### src/gpu_command_puller_core_macros.svh
// Assertion helpers shared by the command puller modules.
// Each expects clk and arst_n in the scope of the module that uses it.
`ifndef GPU_COMMAND_PULLER_CORE_MACROS_SVH
`define GPU_COMMAND_PULLER_CORE_MACROS_SVH

// Consequent holds in the same cycle as the antecedent.
`define GCP_ASSERT_SAME(label, ante, cons) \
	label: assert property (@(posedge clk) disable iff (!arst_n) (ante) |-> (cons)) \
		else $error("check failed in %m");

// Consequent holds in the cycle after the antecedent.
`define GCP_ASSERT_NEXT(label, ante, cons) \
	label: assert property (@(posedge clk) disable iff (!arst_n) (ante) |=> (cons)) \
		else $error("check failed in %m");

`endif

### src/gcp_pkg.sv
`timescale 1ns / 1ps
package gcp_pkg;

	localparam int NUM_SUBCHANNELS = 8;

	localparam int METHOD_W  = 13;
	localparam int SUBCH_W   = 3;
	localparam int WORD_W    = 32;
	localparam int TICK_W    = 64;
	localparam int ADDR_HI_W = 8;
	localparam int ADDR_W    = ADDR_HI_W + WORD_W;
	localparam int ACTION_W  = 3;
	localparam int SUBCH_SLOTS = 2 ** SUBCH_W;

	localparam logic [ACTION_W-1:0] ACT_NONE       = 3'd0;
	localparam logic [ACTION_W-1:0] ACT_FORWARD    = 3'd1;
	localparam logic [ACTION_W-1:0] ACT_WRITE_LONG = 3'd2;
	localparam logic [ACTION_W-1:0] ACT_WRITE_WORD = 3'd3;
	localparam logic [ACTION_W-1:0] ACT_UNIMPL     = 3'd4;
	localparam logic [ACTION_W-1:0] ACT_BAD_SEM    = 3'd5;

	localparam logic [METHOD_W-1:0] MTH_BIND      = 13'h000;
	localparam logic [METHOD_W-1:0] MTH_NOP       = 13'h002;
	localparam logic [METHOD_W-1:0] MTH_SEM_HI    = 13'h004;
	localparam logic [METHOD_W-1:0] MTH_SEM_LO    = 13'h005;
	localparam logic [METHOD_W-1:0] MTH_SEM_SEQ   = 13'h006;
	localparam logic [METHOD_W-1:0] MTH_TRIGGER   = 13'h007;
	localparam logic [METHOD_W-1:0] MTH_NOP_ALT   = 13'h014;
	localparam logic [METHOD_W-1:0] MTH_ACQUIRE   = 13'h01A;
	localparam logic [METHOD_W-1:0] MTH_RELEASE   = 13'h01B;
	localparam logic [METHOD_W-1:0] MTH_FIRST_FWD = 13'h040;

	localparam int SEM_OP_W = 4;
	localparam logic [SEM_OP_W-1:0] OP_ACQ_EQ     = 4'h1;
	localparam logic [SEM_OP_W-1:0] OP_WRITE_LONG = 4'h2;
	localparam logic [SEM_OP_W-1:0] OP_ACQ_GT     = 4'h4;
	localparam logic [SEM_OP_W-1:0] OP_ACQ_MASK   = 4'h8;

	localparam int KIND_W = 4;
	localparam logic [KIND_W-1:0] KIND_FORWARD = 4'd0;
	localparam logic [KIND_W-1:0] KIND_BIND    = 4'd1;
	localparam logic [KIND_W-1:0] KIND_NOP     = 4'd2;
	localparam logic [KIND_W-1:0] KIND_SEM_HI  = 4'd3;
	localparam logic [KIND_W-1:0] KIND_SEM_LO  = 4'd4;
	localparam logic [KIND_W-1:0] KIND_SEM_SEQ = 4'd5;
	localparam logic [KIND_W-1:0] KIND_TRIGGER = 4'd6;
	localparam logic [KIND_W-1:0] KIND_ACQUIRE = 4'd7;
	localparam logic [KIND_W-1:0] KIND_RELEASE = 4'd8;
	localparam logic [KIND_W-1:0] KIND_UNIMPL  = 4'd9;

	localparam int QUEUE_DEPTH = 2;
	localparam int QPTR_W = (QUEUE_DEPTH > 1) ? $clog2(QUEUE_DEPTH) : 1;
	localparam int QCNT_W = $clog2(QUEUE_DEPTH + 1);

	typedef struct packed {
		logic [METHOD_W-1:0] method;
		logic [SUBCH_W-1:0]  subchannel;
		logic [WORD_W-1:0]   argument;
		logic [WORD_W-1:0]   mem_word;
		logic [TICK_W-1:0]   tick_count;
	} cmd_t;

	typedef struct packed {
		logic [ACTION_W-1:0] action;
		logic [WORD_W-1:0]   engine_id;
		logic [METHOD_W-1:0] method_out;
		logic [WORD_W-1:0]   argument_out;
		logic [ADDR_W-1:0]   mem_address;
		logic [WORD_W-1:0]   write_value;
		logic [TICK_W-1:0]   write_timestamp;
		logic                wait_active;
		logic                wait_mode;
		logic                wait_source;
		logic [WORD_W-1:0]   wait_value;
	} res_t;

	typedef struct packed {
		logic [KIND_W-1:0] kind;
		logic              sub_ok;
		cmd_t              cmd;
	} entry_t;

	typedef struct packed {
		logic full;
		logic head_valid;
	} q_status_t;

endpackage

### src/gcp_front.sv
`timescale 1ns / 1ps
module gcp_front (
	input  logic             cmd_valid,
	output logic             cmd_stall,
	input  gcp_pkg::cmd_t    cmd,
	input  gcp_pkg::q_status_t q_status,
	output logic             push,
	output gcp_pkg::entry_t  entry
);
	import gcp_pkg::*;

	assign cmd_stall = q_status.full;
	assign push      = cmd_valid && !q_status.full;

	always_comb begin
		entry.cmd    = cmd;
		entry.sub_ok = 32'(cmd.subchannel) < 32'(NUM_SUBCHANNELS);
		if (cmd.method >= MTH_FIRST_FWD) begin
			entry.kind = KIND_FORWARD;
		end else begin
			unique case (cmd.method) inside
				MTH_BIND:             entry.kind = KIND_BIND;
				MTH_NOP, MTH_NOP_ALT: entry.kind = KIND_NOP;
				MTH_SEM_HI:           entry.kind = KIND_SEM_HI;
				MTH_SEM_LO:           entry.kind = KIND_SEM_LO;
				MTH_SEM_SEQ:          entry.kind = KIND_SEM_SEQ;
				MTH_TRIGGER:          entry.kind = KIND_TRIGGER;
				MTH_ACQUIRE:          entry.kind = KIND_ACQUIRE;
				MTH_RELEASE:          entry.kind = KIND_RELEASE;
				default:              entry.kind = KIND_UNIMPL;
			endcase
		end
	end

endmodule

### src/gcp_queue.sv
`timescale 1ns / 1ps
`include "gpu_command_puller_core_macros.svh"
module gcp_queue (
	input  logic               clk,
	input  logic               arst_n,
	input  logic               push,
	input  gcp_pkg::entry_t    push_entry,
	input  logic               pop,
	output gcp_pkg::entry_t    head,
	output gcp_pkg::q_status_t q_status
);
	import gcp_pkg::*;

	entry_t            slot_q [QUEUE_DEPTH];
	logic [QPTR_W-1:0] wr_ptr_q;
	logic [QPTR_W-1:0] rd_ptr_q;
	logic [QCNT_W-1:0] count_q;

	assign head                = slot_q[rd_ptr_q];
	assign q_status.full       = count_q == QCNT_W'(QUEUE_DEPTH);
	assign q_status.head_valid = count_q != '0;

	always_ff @(posedge clk) begin
		if (push) begin
			slot_q[wr_ptr_q] <= push_entry;
		end
	end

	always_ff @(posedge clk or negedge arst_n) begin
		if (!arst_n) begin
			wr_ptr_q <= '0;
			rd_ptr_q <= '0;
			count_q  <= '0;
		end else begin
			if (push) begin
				wr_ptr_q <= (32'(wr_ptr_q) == QUEUE_DEPTH - 1) ? '0 : wr_ptr_q + 1'b1;
			end
			if (pop) begin
				rd_ptr_q <= (32'(rd_ptr_q) == QUEUE_DEPTH - 1) ? '0 : rd_ptr_q + 1'b1;
			end
			if (push && !pop) begin
				count_q <= count_q + 1'b1;
			end else if (pop && !push) begin
				count_q <= count_q - 1'b1;
			end
		end
	end

	`GCP_ASSERT_SAME(a_no_push_when_full, count_q == QCNT_W'(QUEUE_DEPTH), !push)
	`GCP_ASSERT_SAME(a_no_pop_when_empty, count_q == '0, !pop)
	`GCP_ASSERT_NEXT(a_count_up, push && !pop, count_q == $past(count_q) + 1'b1)
	`GCP_ASSERT_NEXT(a_count_down, pop && !push, count_q == $past(count_q) - 1'b1)

endmodule

### src/gcp_back.sv
`timescale 1ns / 1ps
`include "gpu_command_puller_core_macros.svh"
module gcp_back (
	input  logic            clk,
	input  logic            arst_n,
	input  logic            head_valid,
	input  gcp_pkg::entry_t head,
	output logic            pop,
	output logic            res_valid,
	input  logic            res_stall,
	output gcp_pkg::res_t   res
);
	import gcp_pkg::*;

	logic [WORD_W-1:0]    bound_q [SUBCH_SLOTS];
	logic [ADDR_HI_W-1:0] sem_hi_q;
	logic [WORD_W-1:0]    sem_lo_q;
	logic [WORD_W-1:0]    sem_seq_q;
	logic                 wait_active_q;
	logic                 wait_mode_q;
	logic                 wait_source_q;
	logic [WORD_W-1:0]    wait_value_q;
	logic                 res_valid_q;
	res_t                 res_q;

	res_t                 nxt;
	logic [SEM_OP_W-1:0]  op;
	logic [WORD_W-1:0]    diff;
	logic                 trig_ok;
	logic [ADDR_W-1:0]    sem_addr;

	assign pop       = head_valid && (!res_valid_q || !res_stall);
	assign res_valid = res_valid_q;
	assign res       = res_q;

	assign op       = head.cmd.argument[SEM_OP_W-1:0];
	assign diff     = head.cmd.mem_word - sem_seq_q;
	assign sem_addr = {sem_hi_q, sem_lo_q};
	assign trig_ok  = (op == OP_ACQ_EQ && head.cmd.mem_word == sem_seq_q)
		|| (op == OP_ACQ_GT && diff != '0 && !diff[WORD_W-1])
		|| (op == OP_ACQ_MASK && (head.cmd.mem_word & sem_seq_q) != '0);

	always_comb begin
		nxt             = '0;
		nxt.action      = ACT_NONE;
		nxt.wait_active = wait_active_q;
		nxt.wait_mode   = wait_mode_q;
		nxt.wait_source = wait_source_q;
		nxt.wait_value  = wait_value_q;
		unique case (head.kind)
			KIND_FORWARD: begin
				nxt.action       = ACT_FORWARD;
				nxt.engine_id    = head.sub_ok ? bound_q[head.cmd.subchannel] : '0;
				nxt.method_out   = head.cmd.method;
				nxt.argument_out = head.cmd.argument;
			end
			KIND_TRIGGER: begin
				if (op == OP_WRITE_LONG) begin
					nxt.action          = ACT_WRITE_LONG;
					nxt.mem_address     = sem_addr;
					nxt.write_value     = sem_seq_q;
					nxt.write_timestamp = head.cmd.tick_count;
				end else if (!trig_ok) begin
					// failed check: arm the wait, mask and unknown ops report instead
					nxt.wait_source = 1'b1;
					nxt.wait_value  = sem_seq_q;
					if (op == OP_ACQ_EQ) begin
						nxt.wait_active = 1'b1;
						nxt.wait_mode   = 1'b0;
					end else if (op == OP_ACQ_GT) begin
						nxt.wait_active = 1'b1;
						nxt.wait_mode   = 1'b1;
					end else begin
						nxt.action = ACT_BAD_SEM;
					end
				end
			end
			KIND_ACQUIRE: begin
				if (head.cmd.mem_word != head.cmd.argument) begin
					nxt.wait_active = 1'b1;
					nxt.wait_mode   = 1'b0;
					nxt.wait_source = 1'b0;
					nxt.wait_value  = head.cmd.argument;
				end
			end
			KIND_RELEASE: begin
				nxt.action      = ACT_WRITE_WORD;
				nxt.mem_address = sem_addr;
				nxt.write_value = head.cmd.argument;
			end
			KIND_UNIMPL: nxt.action = ACT_UNIMPL;
			default:     nxt.action = ACT_NONE;
		endcase
	end

	always_ff @(posedge clk or negedge arst_n) begin
		if (!arst_n) begin
			for (int i = 0; i < SUBCH_SLOTS; i++) begin
				bound_q[i] <= '0;
			end
			sem_hi_q      <= '0;
			sem_lo_q      <= '0;
			sem_seq_q     <= '0;
			wait_active_q <= 1'b0;
			wait_mode_q   <= 1'b0;
			wait_source_q <= 1'b0;
			wait_value_q  <= '0;
			res_valid_q   <= 1'b0;
		end else begin
			res_valid_q <= pop || (res_valid_q && res_stall);
			if (pop) begin
				wait_active_q <= nxt.wait_active;
				wait_mode_q   <= nxt.wait_mode;
				wait_source_q <= nxt.wait_source;
				wait_value_q  <= nxt.wait_value;
				if (head.kind == KIND_BIND && head.sub_ok) begin
					bound_q[head.cmd.subchannel] <= head.cmd.argument;
				end
				if (head.kind == KIND_SEM_HI) begin
					sem_hi_q <= head.cmd.argument[ADDR_HI_W-1:0];
				end
				if (head.kind == KIND_SEM_LO) begin
					sem_lo_q <= head.cmd.argument;
				end
				if (head.kind == KIND_SEM_SEQ) begin
					sem_seq_q <= head.cmd.argument;
				end
			end
		end
	end

	// hold the result while the consumer stalls
	always_ff @(posedge clk) begin
		if (pop) begin
			res_q <= nxt;
		end
	end

	`GCP_ASSERT_NEXT(a_wait_sticky, wait_active_q, wait_active_q)
	`GCP_ASSERT_NEXT(a_acquire_arms,
		pop && head.kind == KIND_ACQUIRE && head.cmd.mem_word != head.cmd.argument,
		wait_active_q && !wait_source_q && res_q.wait_active)
	`GCP_ASSERT_NEXT(a_bind_quiet, pop && head.kind == KIND_BIND,
		res_valid_q && res_q.action == ACT_NONE)

endmodule

### src/gpu_command_puller_core.sv
`timescale 1ns / 1ps
// Command puller: takes one method call per item and returns exactly one
// result item for it. A front stage decodes the method into a command kind
// and pushes it into a two-entry queue; a back stage applies the kind to the
// subchannel bindings, semaphore registers and acquire-wait state, and loads
// the result into an output register. Sustained rate is one item per clock
// while the result side is not stalled. An accepted item is first written
// into the queue and is popped from it into the output register, which
// presents its result; the queue absorbs up to two items while the result
// side is stalled, one more being held in the output register. Methods from
// 0x40 up are forwarded with the engine id bound to their subchannel.
module gpu_command_puller_core (
	input  logic          clk,
	input  logic          arst_n,
	input  logic          cmd_valid,
	output logic          cmd_stall,
	input  gcp_pkg::cmd_t cmd,
	output logic          res_valid,
	input  logic          res_stall,
	output gcp_pkg::res_t res
);
	import gcp_pkg::*;

	q_status_t q_status;
	logic      push;
	logic      pop;
	entry_t    push_entry;
	entry_t    head;

	gcp_front u_front (
		.cmd_valid (cmd_valid),
		.cmd_stall (cmd_stall),
		.cmd       (cmd),
		.q_status  (q_status),
		.push      (push),
		.entry     (push_entry)
	);

	gcp_queue u_queue (
		.clk        (clk),
		.arst_n     (arst_n),
		.push       (push),
		.push_entry (push_entry),
		.pop        (pop),
		.head       (head),
		.q_status   (q_status)
	);

	gcp_back u_back (
		.clk        (clk),
		.arst_n     (arst_n),
		.head_valid (q_status.head_valid),
		.head       (head),
		.pop        (pop),
		.res_valid  (res_valid),
		.res_stall  (res_stall),
		.res        (res)
	);

endmodule
### config.mk
export PLATFORM = sky130hd
export DESIGN_NAME = gpu_command_puller_core
export DESIGN_NICKNAME = d
export VERILOG_FILES = /design/src/gcp_pkg.sv /design/src/gcp_front.sv /design/src/gcp_queue.sv /design/src/gcp_back.sv /design/src/gpu_command_puller_core.sv
export VERILOG_INCLUDE_DIRS = /design/src /design/src/src
export SDC_FILE = /design/constraint.sdc
export NUM_CORES = 1
export LEC_CHECK = 0
export BUFFER_PORTS_ARGS = -buffer_cell sky130_fd_sc_hd__buf_2
export CAP_MARGIN = 0
export CORE_MARGIN = 4
export CORE_UTILIZATION = 50
export CTS_CLUSTER_DIAMETER = 30
export CTS_CLUSTER_SIZE = 20
export DETAILED_ROUTE_END_ITERATION = 6
export HOLD_SLACK_MARGIN = 0.02
export PLACE_DENSITY_LB_ADDON = 0.2
export SLEW_MARGIN = 20
export SYNTH_ARGS = -nofsm -noshare
export SYNTH_HDL_FRONTEND = slang
export SYNTH_SLANG_ARGS = --single-unit
### constraint.sdc
create_clock -name clk -period 9.4 [get_ports clk]
set_clock_uncertainty 0.1 [all_clocks]
set_input_delay 0.47 -clock clk [delete_from_list [all_inputs] [get_ports clk]]
set_output_delay 0.47 -clock clk [all_outputs]
set_load 0.1 [all_outputs]
# --- Yosys cells after proc, flatten, opt, wreduce, memory -nomap -nowiden ---
# Memories as Yosys holds them, arrays and structs flattened.
# Index checks and enable logic that the tools add are counted.
totals:
  register_bits: 619
  ram_bits: 296
  input_bits: 148
  out_inout_bits: 253
  wordCells: 125
  n_memories: 1
classes:
  add_sub_neg: 5
  order_cmp: 3
  n_eq_ne: 23
  muxes: 27
  bitwise_logic: 2
  n_reduce_logical: 34
memory_table:
  columns: ["name", "words", "width", "rd", "rd_ports_with_merged_regs", "wr", "line_no", "text"]
  rows:
  - ["u_queue.slot_q", 2, 148, 1, 0, 1, "gcp_queue.sv:14", "entry_t slot_q [QUEUE_DEPTH];"]
ops:
  columns: ["operator", "n"]
  rows:
  - ["bitwise mux 256 bit", 1]
  - ["one-hot mux 72 bit (2 select lines)", 1]
  - ["two-way mux 136 bit", 1]
  - ["two-way mux 35 bit", 3]
  - ["binary-select mux 32 bit (select 3 bit)", 1]
  - ["demux 32 bit (select 3 bit)", 1]
  - ["two-way mux 32 bit", 3]
  - ["one-hot mux 35 bit (2 select lines)", 1]
  - ["nonzero test 32 bit", 2]
  - ["equality test 13 x 3 -> 1 bit (second input constant)", 4]
  - ["equality test 13 x 5 -> 1 bit (second input constant)", 3]
  - ["AND 32 bit", 1]
  - ["equality test 32 bit", 1]
  - ["inequality test 32 bit", 1]
  - ["one-hot mux 4 bit (8 select lines)", 1]
  - ["subtractor 32 bit", 1]
  - ["equality test 4 x 3 -> 1 bit (second input constant)", 5]
  - ["equality test 13 x 2 -> 1 bit (second input constant)", 1]
  - [">= comparator 13 x 7 -> 1 bit (second input constant)", 1]
  - ["zero test 13 bit", 1]
  - ["equality test 4 bit (second input constant)", 3]
  - ["two-way mux 3 bit", 4]
  - ["one-hot mux 3 bit (4 select lines)", 1]
  - ["AND reduction 2 bit", 6]
  - ["19 further kinds", 46]

# --- Longest topological paths before layout ---
# Gate-level depths: netlist of run 1.
# An unclocked memory read counts as a cell.
depth:
  ltp_word: 10
  ltp_mapped: 16
  ltp_nobuf: 13

# --- Modules after synthesis ---
# Synthesis of run 1 repeated with hierarchy kept, for this count alone.
unflattened:
  cells_unflattened: 2776
  area_unflattened_um2: 41274.6
by_module_without_submodules:
  columns: ["mod", "instances", "cells_each", "area_each_um2", "seq_area_each_um2"]
  rows:
  - ["gcp_back", 1, 2119, 28627.5, 16646.0]
  - ["gcp_queue", 1, 480, 11354.6, 9048.7]
  - ["gcp_front", 1, 177, 1292.5, 0.0]

# --- Worst setup path before layout of run 1 ---
# OpenSTA, ideal clock, no wires.
synth_timing:
  kind: "register -> register"
  from: "register u_back.res_valid_q (netlist: u_back.res_valid)"
  to: "register u_back.res_q (netlist bit u_back.res[0]) (enable)"
  setup_ps: 713
  t_arrival_ps: 8184
  t_required_ps: 8587
  setup_slack_ps: 404
  stages_incl_launch_ff: 5
  path_buffers: 1
  period_less_slack_ps: 8996
  cell_sequence: "dfrtp_1 > nand2_1 > o21ai_0 > clkinv_1 > clkbuf_1"
synth_between:
  elab_chain_cells: 3
synth_rtl:
  columns: ["item", "line_no", "text"]
  rows:
  - ["start, declared", "gcp_back.sv:23", "logic res_valid_q;"]
  - ["start signal, assigned", "gcp_back.sv:110", "res_valid_q <= pop || (res_valid_q && res_stall);"]
  - ["zero test 1 bit", "gcp_back.sv:32", "assign pop = head_valid && (!res_valid_q || !res_stall);"]
  - ["logical OR 1 bit", "gcp_back.sv:32", null]
  - ["logical AND 1 bit", "gcp_back.sv:32", null]
  - ["named net pop", "gpu_command_puller_core.sv:26", "logic pop;"]
  - ["end signal, assigned", "gcp_back.sv:135", "res_q <= nxt;"]
  - ["end, declared", "gcp_back.sv:24", "res_t res_q;"]
# The timed path passes the listed nets, and every way through them passes these cells.
# A chain may end at the register's enable or synchronous reset.

==> run_results.csv, run 1 <==
group,metric,value,unit
outcome,outcome,"finished clean",
drt,dr.pass1.iters,6,
flow_run,cap_violations,0,
drt,dr.first_iter.drc_count,2895,
drt,ant_nets,0,
clock_tree,cts_max_path_buffers,3,
timing,tightestPinTransition,1.11,ns
drt,drt_wl_total,118000,microns
synthesis,synth_top_family_by_area,"compound AO/OA/AOI/OAI gates",
setup_path,worstPathRequired,9.75,ns
layout,drive_gt1_share,22.9,%
clock_tree,post_cts_buffers,0,
timing,setup_viol,0,
floorplanning,fp.dieW,285,microns
floorplanning,start_util,50.4,%
setup_path,worst-r2r-cell-count,11,
clock_tree,cts-buffers-inserted,167,
layout,syn_to_final_growth,27.6,%
setup_path,regToRegEndpoint,"u_back.res[33]",
clock_tree,clk_pin_slew,0.05,ns
layout,multiInputGateArea,11800,sq um
clock_tree,clk_latency,0.72,ns
global_route,grt_max_degree,188,
drt,wl_per_cell,25.0,microns
timing,fin_crit,6.34,ns
timing,finalHoldViolations,0,
synthesis,ys_seq_elements,915,
synthesis,synth_edf_count,547,
global_route,grt_antenna_before_repair,12,
timing,rsz0062_at_grt,"false",
synthesis,synth.distinct_cells,81,
place,gp_congestion,0.983,
layout,fin_nets,3814,
setup_path,arrival,6.70,ns
timing,max_freq,158,MHz
clock_tree,cts.sinks,915,
synthesis,synthSimpleGateAreaFrac,9.01,%
drt,viasPerCell,5.92,
synthesis,synth_fp_nets,3244,
synthesis,syn_avg_cell_area,12.6,sq um
timing,slew_headroom,24.5,%
synthesis,ys.flop_type,"edfxtp_1",
place,dpl_cell_area,41400,sq um
floorplanning,row_count,101,
synthesis,synth.mux.area_fraction,4.29,%
setup_path,critical_path_class,"reg2reg",
floorplanning,fp.dieH,285,microns
synthesis,synthCells,3030,
setup_path,path_max_fanout,105,
layout,finish.utilization,64.3,%
place,place_inst,4261,
clock_tree,cts-hold-fix-buffers,147,
clock_tree,cts_root_buffer,"clkbuf_16",
layout,ff_latch_area,25600,sq um
floorplanning,ios,401,
setup_path,end_kind,"flip-flop",
global_route,overflow,0,
clock_tree,cts_tree,"built",
floorplanning,coreArea,75800,sq um
clock_tree,cts-resized-gates,0,
timing,slew_viol_final,0,
hold_path,hp-class,"in2async",
global_route,grt_pass1_vias,28700,
layout,mostFrequentLayoutCell,"edfxtp_1",
timing,tns,0,ns
place,dp_hpwl,75800,microns
layout,final.fill_count,5650,
synthesis,yosysSeqAreaShare,67.0,%
clock_tree,cts_max_level,4,
synthesis,netlist_area,38200,sq um
timing,fin_crit_sh,67.5,%
drt,top_layer,"met5",
drt,drc_errors,0,
synthesis,synth-compound-area-share,13.5,%
synthesis,ys_warn_count,0,
drt,vias,28000,
setup_path,reg2reg_slack,3.06,ns
layout,final_cells,4730,
drt,wl_met1,48500,microns
global_route,grtUsageTotal,29.0,%
drt,wl_met2,55100,microns
layout,final_cell_mix,"edfxtp_1, nor2_1, buf_2",
drt,met3_length,9960,microns
synthesis,synth_adder_area_share,2.16,%
setup_path,critPathLaunchType,"flip-flop",
synthesis,synthXorXnorAreaFrac,1.17,%
floorplanning,die-area,81000,sq um
layout,post-route-cell-area,48800,sq um
place,io_buffers,400,
synthesis,async_flop_share,40.2,%
global_route,grt_pass1_wl,178000,microns
setup_path,reg2reg_from,"u_queue.rd_ptr_q",
worst max-delay path: stages, from the launching register on:
cell	delay [ns]
dfrtp_4	1.09
buf_12	0.64
mux2i_2	0.28
buf_4	0.35
xnor2_1	0.20
nor4_1	0.65
nand4_1	0.29
or2_1	0.31
o21ai_1	0.70
buf_4	0.41
a21o_1	0.38
a2bb2oi_1	0.45
how the worst max path moves through the flow:
stage	to	depth (start not counted)	startpoint	slack, ns
2_1_floorplan	u_back.res[0]	4	u_back.res_valid	0.40
3_3_place_gp	u_back.res[33]	10	u_queue.rd_ptr_q	3.25
3_5_place_dp	u_back.res[33]	10	u_queue.rd_ptr_q	3.27
4_1_cts	u_back.res[33]	10	u_queue.rd_ptr_q	3.25
5_1_grt	u_back.res[33]	11	u_queue.rd_ptr_q	3.09
6_report	u_back.res[33]	11	u_queue.rd_ptr_q	3.06
kinds of logic (layout without fill, tap and decap cells):
group | count (synthesis) | count (layout)
AOI/OAI and AO/OA | 797 | 797
other | 0 | 9
adders and majority gates | 66 | 66
muxes | 159 | 159
xor gates and xnor gates | 51 | 51
buffers and inverters | 269 | 982
DFF | 915 | 915
and+or+nand+nor | 773 | 773
cell type report:
cell class                      instances  area share [%]
Multi-Input combinational cell       1846            24.2
Clock buffer                          197            9.10
Clock inverter                        115            2.84
Antenna cell                            9          0.0462
Sequential cell                       915            52.6
Tap cell                              978            2.51
Inverter                               58           0.462
Timing Repair Buffer                  612            8.28
stage by stage:
step / hold slack, ns / setup WS, ns
finish: 0.295 / 3.06
global route: 0.340 / 3.09
CTS: 0.319 / 3.25
detailed placement: 0.383 / 3.27
global placement: 0.362 / 3.25
floorplan: 0.0744 / 0.404
registers in the layout (all words and copies together), names as in the netlist:
| register | cells |
|---|---|
| u_back.wait_mode_q | 1 |
| u_queue.rd_ptr_q | 1 |
| u_back.sem_hi_q | 8 |
| u_back.res_valid | 1 |
| u_back.wait_source_q | 1 |
| u_back.sem_lo_q | 32 |
| u_back.res | 251 |
| u_queue.wr_ptr_q | 1 |
| u_back.wait_active_q | 1 |
| u_back.sem_seq_q | 32 |
| u_queue.count_q | 2 |
| u_back.wait_value_q | 32 |
| u_back.bound_q | 256 |
| u_queue.slot_q | 296 |
layer usage:
metal | vias to the layer above | GRT usage (%)
met5 | - | 0
met4 | 2 | 12.5
met3 | 242 | 7.06
met2 | 1340 | 45.5
met1 | 14000 | 39.0
li1 | 12400 | -
cells in the mapped netlist (18+ instances only):
| master | instances | area, sq um |
|---|---|---|
| dfrtp_1 | 368 | 9210 |
| a21o_1 | 19 | 143 |
| a221o_1 | 56 | 561 |
| a2111oi_0 | 24 | 210 |
| mux2i_1 | 122 | 1220 |
| clkbuf_1 | 168 | 631 |
| nand2_1 | 84 | 315 |
| xnor2_1 | 41 | 359 |
| o22ai_1 | 36 | 225 |
| a21oi_1 | 380 | 1900 |
| edfxtp_1 | 547 | 16400 |
| o21ai_0 | 49 | 245 |
| mux2_2 | 36 | 405 |
| nand4_1 | 20 | 125 |
| and2_1 | 49 | 307 |
| nor4_1 | 18 | 113 |
| nor2_1 | 505 | 1900 |
| buf_2 | 30 | 150 |
| a41oi_1 | 20 | 175 |
| inv_1 | 55 | 206 |
| ha_1 | 66 | 826 |
| a22oi_1 | 100 | 751 |
Power of run 1 is left out: the tool's default activity adds up to more than one toggle a clock period on the data nets, which glitch-free logic cannot reach.
==> run 2: changes to the inputs <==
--- a/config.mk
+++ b/config.mk
@@ -6,6 +6,7 @@
 export SDC_FILE = /design/constraint.sdc
 export NUM_CORES = 1
 export LEC_CHECK = 0
+export ABC_AREA = 1
 export BUFFER_PORTS_ARGS = -buffer_cell sky130_fd_sc_hd__buf_2
 export CAP_MARGIN = 0
 export CORE_MARGIN = 4
==> constraint.sdc (replaced) <==
create_clock -name clk -period 6 [get_ports clk]
set_clock_uncertainty 0.1 [all_clocks]
set_input_delay 0.3 -clock clk [delete_from_list [all_inputs] [get_ports clk]]
set_output_delay 0.3 -clock clk [all_outputs]
set_load 0.1 [all_outputs]
==> run 2 against run 1 <==
Effect of this change: global-route usage grew 0.72 points; sequential share of layout area shrank 1.2 points; utilization grew 0.088 points; critical path type unchanged; fmax grew 30%; first-iteration DRC count grew 26%; critical path depth grew 11; area after synthesis grew 2.4%; non-clock buffer count shrank 16; final cell count grew 18%; critical endpoint is now u_back.res[8].
==> run_results.csv, run 2 <==
group,metric,value,unit
drt,vias,30600,
layout,post-route-cell-area,49900,sq um
clock_tree,clk_pin_slew,0.05,ns
timing,tightestPinTransition,1.22,ns
setup_path,critPathTopFamily,"simple AND/OR/NAND/NOR gates",
power,power_density,683,nW/um^2
clock_tree,cts_max_path_buffers,3,
setup_path,worstPathRequired,6.38,ns
setup_path,reg2reg_slack,1.11,ns
synthesis,ys_seq_elements,915,
global_route,overflow,0,
setup_path,cp_slowest_cell,"inv_4",
synthesis,async_flop_share,40.2,%
synthesis,synthTopCellsByArea,"edfxtp_1, dfrtp_1, nand2_1",
layout,drive_gt1_share,17.5,%
timing,finalHoldViolations,0,
layout,largest_reg_flops,296,
layout,largest-register,"u_queue.slot_q",
power,cellLeakagePower,22.0,nW
layout,final_cell_mix,"nand2_1, edfxtp_1, buf_2",
setup_path,cp-endpoint,"u_back.res[8]",
setup_path,reg2reg_from,"u_queue.rd_ptr_q",
synthesis,synth_fp_nets,4018,
floorplanning,ios,401,
timing,fin_crit_sh,81.5,%
clock_tree,cts-resized-gates,0,
synthesis,yosysMostFrequentCell,"nand2_1",
setup_path,arrival,5.27,ns
clock_tree,cts.sinks,915,
hold_path,hold_path.startpoint,"cmd_valid",
synthesis,netlist_area,39100,sq um
global_route,grt_pass1_wl,185000,microns
drt,ant_nets,0,
drt,wl_per_cell,22.2,microns
synthesis,ys.flop_type,"edfxtp_1",
global_route,grt_max_degree,150,
place,dp_hpwl,77900,microns
setup_path,critical_path_class,"reg2reg",
setup_path,worstSetupPathDepth,22,
global_route,grtUsageTotal,29.7,%
floorplanning,fp.dieH,288,microns
layout,syn_to_final_growth,27.5,%
layout,fin_nets,4587,
floorplanning,fp.dieW,288,microns
timing,setup_viol,0,
place,io_buffers,400,
setup_path,path_max_fanout,75,
hold_path,worstHoldPathCells,5,
drt,dr.pass1.iters,7,
synthesis,ys_warn_count,0,
clock_tree,clk_latency,0.76,ns
floorplanning,coreArea,77500,sq um
clock_tree,cts_root_buffer,"clkbuf_16",
place,gp_congestion,0.966,
floorplanning,die-area,82800,sq um
setup_path,end_kind,"flip-flop",
setup_path,crit_path_cell_trace,"inv_4 -> buf_12 -> nand2_1 -> nand2_1 -> ha_1 -> nand2_1 -> nand2_1 -> inv_1 -> nand2_1 -> nand2_1 -> nand2_1 -> a21oi_1 -> nand2_1 -> a21oi_1 -> xor2_1 -> nor2_1 -> nand2_1 -> nand2_2 -> buf_4 -> nand2_1 -> nand3_1 -> nand2_1",
place,dpl_cell_area,42200,sq um
clock_tree,cts_tree,"built",
synthesis,syn_avg_cell_area,10.3,sq um
layout,mostFrequentLayoutCell,"nand2_1",
setup_path,crit_top_cell,"nand2_1",
timing,slew_headroom,19.0,%
setup_path,critPathLaunchType,"flip-flop",
timing,max_freq,205,MHz
global_route,grt_antenna_before_repair,11,
setup_path,crit_buf_inv,4,
timing,fin_crit,4.89,ns
drt,viasPerCell,5.50,
setup_path,cpPeakStageDelay,0.58,ns
synthesis,yosysTopAreaCellShare,42.0,%
floorplanning,row_count,102,
clock_tree,cts_max_level,4,
setup_path,regToRegEndpoint,"u_back.res[8]",
power,ir_drop,0.486,mV
drt,dr.first_iter.drc_count,3643,
synthesis,yosys-top-cells-count,"nand2_1, edfxtp_1, dfrtp_1",
timing,slew_viol_final,0,
drt,drc_errors,0,
drt,drt_wl_total,124000,microns
synthesis,yosysTopAreaCell,"edfxtp_1",
outcome,outcome,"finished clean",
flow_run,cap_violations,0,
timing,tns,0,ns
global_route,grt_pass1_vias,29900,
floorplanning,start_util,50.5,%
setup_path,worst-r2r-cell-count,22,
synthesis,synth.distinct_cells,46,
synthesis,synth_edf_count,547,
synthesis,synthCells,3804,
synthesis,yosysSeqAreaShare,65.5,%
timing,rsz0062_at_grt,"false",
clock_tree,cts-buffers-inserted,172,
hold_path,hp-class,"in2reg",
setup_path,crit_path_start,"u_queue.rd_ptr_q",
layout,final.fill_count,6040,
==> run 2: worst min path at each step <==
stage / end / slack, ns
after CTS: u_queue.wr_ptr_q / 0.06
after detailed placement: u_back.bound_q[3] / 0.34
after global routing: u_queue.slot_q[1][60] / 0.13
after floorplan: u_back.bound_q[0] / -0.1
final: u_queue.wr_ptr_q / 0.1
after global placement: u_back.bound_q[3] / 0.34
==> run 2: metrics by stage <==
| stage | instances | util, % | setup WS [ns] | power, mW | hold slack (ns) |
|---|---|---|---|---|---|
| floorplan | 3804 | - | 0.744 | 19.8 | -0.0956 |
| global placement | 5093 | 54.5 | 1.21 | 23.6 | 0.339 |
| detailed placement | 5093 | 54.5 | 1.24 | 23.7 | 0.340 |
| CTS | 5562 | 64.4 | 1.23 | 34.0 | 0.0585 |
| global route | 5562 | 64.4 | 0.782 | 35.6 | 0.133 |
| finish | 5563 | 64.4 | 1.11 | 34.1 | 0.0975 |
==> run 2: where the power goes <==
| part | switching [mW] | internal (mW) |
|---|---|---|
| Clock | 3.41 | 6.79 |
| Sequential | 0.900 | 8.94 |
| Combinational | 11.4 | 2.68 |
| Total | 15.7 | 18.4 |
==> run 2: cell type report <==
type / count / area [sq um] / area share (%)
flip-flops and latches: 915 / 25600 / 51.4
multi-input cells: 2314 / 11400 / 22.8
clock buffers: 213 / 4640 / 9.30
repair buffers: 596 / 3920 / 7.86
clock inverters: 110 / 1610 / 3.23
inverters: 374 / 1410 / 2.83
well taps: 1040 / 1300 / 2.61
diodes: 1 / 2.50 / 0.00501
==> run 2: what timing repair did <==
| item | in CTS | in global routing |
|---|---|---|
| setup buffers | 0 | 0 |
| endpoints found under the setup margin | 0 | 0 |
| hold buffers | 146 | 0 |
| endpoints found under the hold margin | 404 | 0 |
==> run 2: cell families after synthesis <==
family / after synthesis / synth area share [%]
compound gates: 740 / 10.6
xor+xnor: 31 / 0.694
fa+ha+maj: 66 / 2.11
buf+inv: 575 / 5.68
flops: 915 / 65.5
simple gates: 1477 / 15.4
==> run 2: worst register-to-register path, cell delays in order, from the launching register on <==
cell	delay [ns]
dfrtp_4	0.52
inv_4	0.59
buf_12	0.31
nand2_1	0.11
nand2_1	0.36
ha_1	0.40
nand2_1	0.09
nand2_1	0.09
inv_1	0.07
nand2_1	0.07
nand2_1	0.06
nand2_1	0.05
a21oi_1	0.18
nand2_1	0.11
a21oi_1	0.31
xor2_1	0.19
nor2_1	0.12
nand2_1	0.09
nand2_2	0.20
buf_4	0.37
nand2_1	0.10
nand3_1	0.08
nand2_1	0.08
==> run 2: per-layer routing <==
metal / part of all wire (%) / global-route usage, % / vias up
li1: - / - / 14000
met1: 41 / 40.5 / 14700
met4: 4.0 / 11.6 / 18
met5: 0.093 / 0 / -
met2: 45 / 45.7 / 1539
met3: 10 / 8.38 / 273
Power figures use the tool's default switching activity.
